`src/design/hht_ram.sv`:
```
// ----------------------------------------------------------------------------
// Generic single-port-write, single-port-read RAM
// One write and one registered read per cycle; no reset on the contents.
// ----------------------------------------------------------------------------
module hht_ram #(
  parameter int unsigned Width = 8,
  parameter int unsigned Depth = 16
) (
  input  logic                     clk_i,
  input  logic                     we_i,
  input  logic [$clog2(Depth)-1:0] waddr_i,
  input  logic [Width-1:0]         wdata_i,
  input  logic                     re_i,
  input  logic [$clog2(Depth)-1:0] raddr_i,
  output logic [Width-1:0]         rdata_o
);

  logic [Width-1:0] mem_q [Depth];
  logic [Width-1:0] rdata_q;

  always_ff @(posedge clk_i) begin
    if (we_i) begin
      mem_q[waddr_i] <= wdata_i;
    end
    if (re_i) begin
      rdata_q <= mem_q[raddr_i];
    end
  end

  assign rdata_o = rdata_q;

endmodule

```
`config.mk`:
```
export PLATFORM = sky130hd
export DESIGN_NAME = hht_ram
export DESIGN_NICKNAME = d
export VERILOG_FILES = /design/src/design/hht_ram.sv
export SDC_FILE = /design/constraint.sdc
export NUM_CORES = 1
export LEC_CHECK = 0
export BUFFER_PORTS_ARGS = -buffer_cell sky130_fd_sc_hd__buf_2
export CAP_MARGIN = 30
export CORE_MARGIN = 8
export CORE_UTILIZATION = 42
export CTS_CLUSTER_SIZE = 40
export DETAILED_ROUTE_END_ITERATION = 10
export SETUP_SLACK_MARGIN = 0.05
export SLEW_MARGIN = 20
export SYNTH_ARGS = -nofsm -noshare
export SYNTH_HDL_FRONTEND = slang
export SYNTH_SLANG_ARGS = --single-unit
```
`constraint.sdc`:
```
create_clock -name clk_i -period 2.7 [get_ports clk_i]
set_clock_uncertainty 0.15 [all_clocks]
set_input_delay 0.405 -clock clk_i [delete_from_list [all_inputs] [get_ports clk_i]]
set_output_delay 0.405 -clock clk_i [all_outputs]
set_load 0.005 [all_outputs]
```
==> metrics.txt, run 1 <==
Die Width=approximately 130 µm; Critical Path Start=raddr_i[0]; Antenna Nets Post-Route=0; Detailed Route WL=between 10000 and 15000 µm; worst hold margin=between 0.2 and 0.25 ns; layout cell share with drive strength beyond 1=a little under a third; post-CTS sizing=0; pin count of the biggest net entering global routing=17; GPL Wtd Cong=0.769; kind of critical path=input port to flip-flop; Startpoint Class=input port; DRT iter0 DRCs=351; clk buf depth=2; total power=~4.8 mW; Post-Synthesis Cell Area=about 5200 µm²; critical path capture point type=flip-flop; RSZ-0062 raised after global routing=false; Commonest cells post-synth=edfxtp_1 (136), mux4_2 (18), a22oi_1 (16); setup TNS=0 ns; Sequential Power Share=about half; Hold EP=rdata_o[0]; syn_nets=around 250; worst reg2reg path depth=3; dpl hpwl=~7200 µm; Comb power frac=under 10%; # hold bufs at CTS=0; Overflow after GRT=0; maximum VDD drop=around 0.00057 V; number of global-route vias before repair=about 2700; vias per std cell=approximately 5.3; fin util=51.7%; fin crit share=between 60 and 70%; die area=roughly 16000 µm²; reg2reg setup slack=between 1 and 1.5 ns; initial core utilization=roughly 43%; pwr/cell area=between 700 and 800 nW/µm²; met3 track demand over resource=between 4 and 5%; die height=between 100 and 150 µm; worst endpoint required time=~2.7 ns; CTS sink count=around 140; asr flop ratio synth=0%; global route hottest layer=met2; Seq/Total Area, Yosys=78.1%; average size of a mapped cell=roughly 23 µm²; routing usage on met2=21.5%; GRT Resource Usage Total=14.4%; postcts setup bufs=0; fin nets=approximately 310; Vias=about 2500; Worst Hold Class=input port to flip-flop; post-synth cell types=18; wire per inst=between 20 and 25 µm; Fin. Hold Viols=0; reg2reg end=rdata_o[1]; ys flop type=edfxtp_1; Clock Pin Slew Worst Setup and Hold Paths=0.06 ns; Slew Limit Headroom=approximately 55%; CTS tree=done; # DRC=0; worst path cell trace=buf_2 > buf_12 > mux4_1 > a22oi_1 > nand2_1; Max Freq=between 500 and 600 MHz; CP max-delay cell=mux4_1; post-synth top area cell=edfxtp_1; status=complete, no violations; leakage=about 2.1 nW; Clock Power Share=between 40% and 50%; DRT Pass-1 Iters=4; met1 Usage GRT=19.4%; antenna violations before repair=0; Switch Pwr=0.926 mW; # diodes=0; Synth area leaders=edfxtp_1 (78%), mux4_2 (7.8%), mux4_1 (7.0%), a22oi_1 (2.3%), nor2_1 (0.93%); H-Tree Level Count=4; Max Slew Vio Count=0; FF+latch count, synth=about 140; Synth top area share=just under 80%; total CTS buffers=17; P_int=~3.9 mW; slowest stage delay, CP=0.55 ns; Critical Path AT=~1.9 ns; worst r2r src=mem_q[5][1]; yosys warns=0; CTS Root Cell=clkbuf_16; I/O Buffers=26; measured slew at the worst slew-check pin=0.678 ns; Post-synth EDFFs=between 100 and 150; most common cell in the netlist=edfxtp_1; Crit Path Max Fanout=10; min Tclk post-route=roughly 1.9 ns; MaxCap Viol Count=0; fillers=roughly 940; layout overhead on the synthesized area=19.3%; Sw Ratio=between 10% and 20%; first-pass GRT wire length=between 15000 and 20000 µm; hold depth=1; IO Pins=27; area occupied by multi-input gates=1060 µm²; # setup viols final=0; Synth Instances=229; Worst Hold Launch=re_i; # rows=40; Core Region=~12000 µm²; Skew-Pair Late Insertion Delay=0.41 ns; sequential cell area=4080 µm²
[worst max-delay path by stage]
stage	end	slack [ns]	cells after the start
2_1_floorplan	mem_q[0][0]	0.65	2
3_3_place_gp	rdata_o[3]	0.40	5
3_5_place_dp	rdata_o[3]	0.41	5
4_1_cts	rdata_o[3]	0.85	5
5_1_grt	rdata_o[1]	0.76	5
6_report	rdata_o[3]	0.84	5
[routing by layer]
layer	vias up	wire (µm)
li1	1093	-
met1	1292	4790
met2	101	5230
met3	7	826
met4	0	63
met5	-	0
[worst max-delay path, delay by kind of cell]
family,cells,cell delay [ns]
AO/OA/AOI/OAI,1,0.30
buffers and inverters,2,0.51
multiplexers,1,0.55
AND/OR/NAND/NOR,1,0.08
[layout by cell type, fill, tap and decap left out, types with 4 or more instances in the layout]
cell,n
buf_4,20
mux4_2,18
nor2_1,13
edfxtp_1,136
clkinv_1,6
clkbuf_16,17
buf_2,26
mux4_1,14
nand2_1,9
a22oi_1,16
nor3_1,4
[stage by stage]
stage,area [µm²],cells,worst slack (ns)
final,6240,466,0.841
after floorplan,5230,229,0.652
after detailed placement,5670,435,0.408
after global routing,6240,466,0.763
after global placement,5670,435,0.400
after CTS,6240,466,0.846
[final cells by class]
type / instances / share of cell area (%)
multi-input cells: 83 / 17.0
clock inverters: 13 / 2.19
flip-flops and latches: 136 / 65.5
well taps: 168 / 3.37
repair buffers: 48 / 5.14
clock buffers: 18 / 6.88
[state kept, by name (all words and copies together), names as in the netlist]
register and count:
mem_q 128, rdata_o 8
[power by group through the flow]
stage	clock, mW	combinational [mW]	sequential [mW]
global route	2.32	0.243	2.40
floorplan	0	0.120	2.43
CTS	2.25	0.229	2.39
global placement	0	0.225	2.44
detailed placement	0	0.228	2.44
finish	2.20	0.225	2.39
[cells by family after synthesis]
group	synth area share [%]
muxes	14.8
DFF	78.1
and+or+nand+nor	3.14
AOI/OAI and AO/OA	2.30
buffers and inverters	1.65
No activity file was read; power rests on OpenSTA's default activity.
==> run 2, diff against run 1 <==
- clock period: 2.7 -> 1.7 ns (I/O delays scaled with it)
==> metrics.txt, run 2 (synthesis results as in run 1) <==
delay-heaviest family, CP=multiplexers; RSZ-0062 raised after global routing=false; Die Width=about 130 µm; leakage=2.16 nW; Overflow after GRT=0; I/O Buffers=26; Detailed Route WL=between 10000 and 15000 µm; # setup viols final=0; Critical Path AT=around 1.6 ns; Clock Pin Slew Worst Setup and Hold Paths=0.06 ns; DRT Pass-1 Iters=4; GRT Resource Usage Total=13.5%; Slew Limit Headroom=a little under half; pin count of the biggest net entering global routing=17; initial core utilization=a little over two fifths; Antenna Nets Post-Route=0; postcts setup bufs=0; GPL Wtd Cong=slightly above 0.7; IO Pins=27; dpl hpwl=around 6300 µm; H-Tree Level Count=4; pwr/cell area=around 1300 nW/µm²; Vias=roughly 2500; CP bufs+invs=0; worst path cell trace=mux4_1 > a22oi_1 > nand2_1; Worst Hold Class=input port to flip-flop; first-pass GRT wire length=between 15000 and 20000 µm; # DRC=0; Core Region=approximately 12000 µm²; CP max-delay cell=mux4_1; vias per std cell=about 5.2; number of flip-flops in the largest register=roughly 130; slowest stage delay, CP=between 0.5 and 0.6 ns; fin util=a little over half; Startpoint Class=flip-flop; measured slew at the worst slew-check pin=between 0.8 and 0.9 ns; # diodes=0; maximum VDD drop=about 0.00066 V; Fin. Hold Viols=0; Crit Path Max Fanout=1; most common cell after layout, fill and taps aside=edfxtp_1; Largest Register=mem_q; layout overhead on the synthesized area=22.1%; DRT iter0 DRCs=around 180; critical path capture point type=flip-flop; Skew-Pair Late Insertion Delay=roughly 0.41 ns; # rows=40; antenna violations before repair=0; die height=128 µm; most frequent cells in the layout=edfxtp_1 (136), buf_2 (26), buf_4 (23), mux4_2 (19), clkbuf_16 (17); clk buf depth=2; fin nets=approximately 300; wire per inst=21.7 µm; reg2reg setup slack=between 0.09 and 0.1 ns; setup slack after layout=0.0986 ns; fin crit share=between 90 and 100%; pre-CTS setup slack=-0.360 ns; min Tclk post-route=1.60 ns; status=complete, no violations; kind of critical path=flip-flop to flip-flop; # hold bufs at CTS=0; die area=~16000 µm²; CTS Root Cell=clkbuf_16; layout cell share with drive strength beyond 1=34.8%; number of global-route vias before repair=2648; CTS tree=done; worst endpoint required time=between 1.5 and 2 ns; MaxCap Viol Count=0; Max Slew Vio Count=0; total CTS buffers=17; CTS sink count=136; Max Freq=around 620 MHz; total power=roughly 8.2 mW
run 2: cell types whose count changed in the layout (fill, tap and decap cells not counted), moves of 3 or more:
cell,previous run,this run
clkinv_1,6,3
a22oi_1,16,12
clkinv_2,3,0
bufinv_16,3,6
a22oi_2,0,4
buf_4,20,23
clkinvlp_4,0,4
run 2: report_power, final:
part,leakage [nW],switching [mW],internal [mW]
combinational,0.616,0.199,0.162
clock,0.304,1.30,2.72
sequential,1.24,0.0197,3.78
total,2.16,1.52,6.67
run 2: per-stage QoR:
step | cells | instance area, µm² | setup TNS (ns) | hold WS [ns]
5_1_grt | 470 | 6380 | 0 | 0.0448
3_3_place_gp | 439 | 5700 | -1.99 | 0.484
6_report | 470 | 6380 | 0 | 0.0629
3_5_place_dp | 439 | 5700 | -2.10 | 0.480
4_1_cts | 470 | 6370 | 0 | 0.0480
2_1_floorplan | 229 | 5240 | 0 | 0.204
run 2: final cells by class:
class,instances,area [µm²]
Clock buffer,17,425
Clock inverter,14,230
Fill cell,935,5680
Multi-Input combinational cell,83,1080
Sequential cell,136,4080
Tap cell,168,210
Timing Repair Buffer,52,354
run 2: routing by layer:
metal	track usage, %	wire length (µm)	up-vias
met5	0	0	-
met1	16.6	4400	1278
li1	-	-	1098
met3	4.66	584	13
met2	21.4	5070	71
met4	5.81	138	0
run 2: worst paths after layout:
path	start	to	cells past startpoint
max reg2reg	mem_q[9][1]	rdata_o[1]	3
min reg2reg	mem_q[12][6]	rdata_o[6]	3
min	re_i	rdata_o[0]	1
max	mem_q[9][1]	rdata_o[1]	3
run 2: repair_timing:
action	4_1_cts	5_1_grt
setup endpoints to repair	2	2
gates resized for setup	2	3
pin swaps	0	0
run 2: worst register-to-register path: stages (launching register included):
cell and delay (ns):
edfxtp_1 0.38, mux4_1 0.54, a22oi_1 0.20, nand2_1 0.07
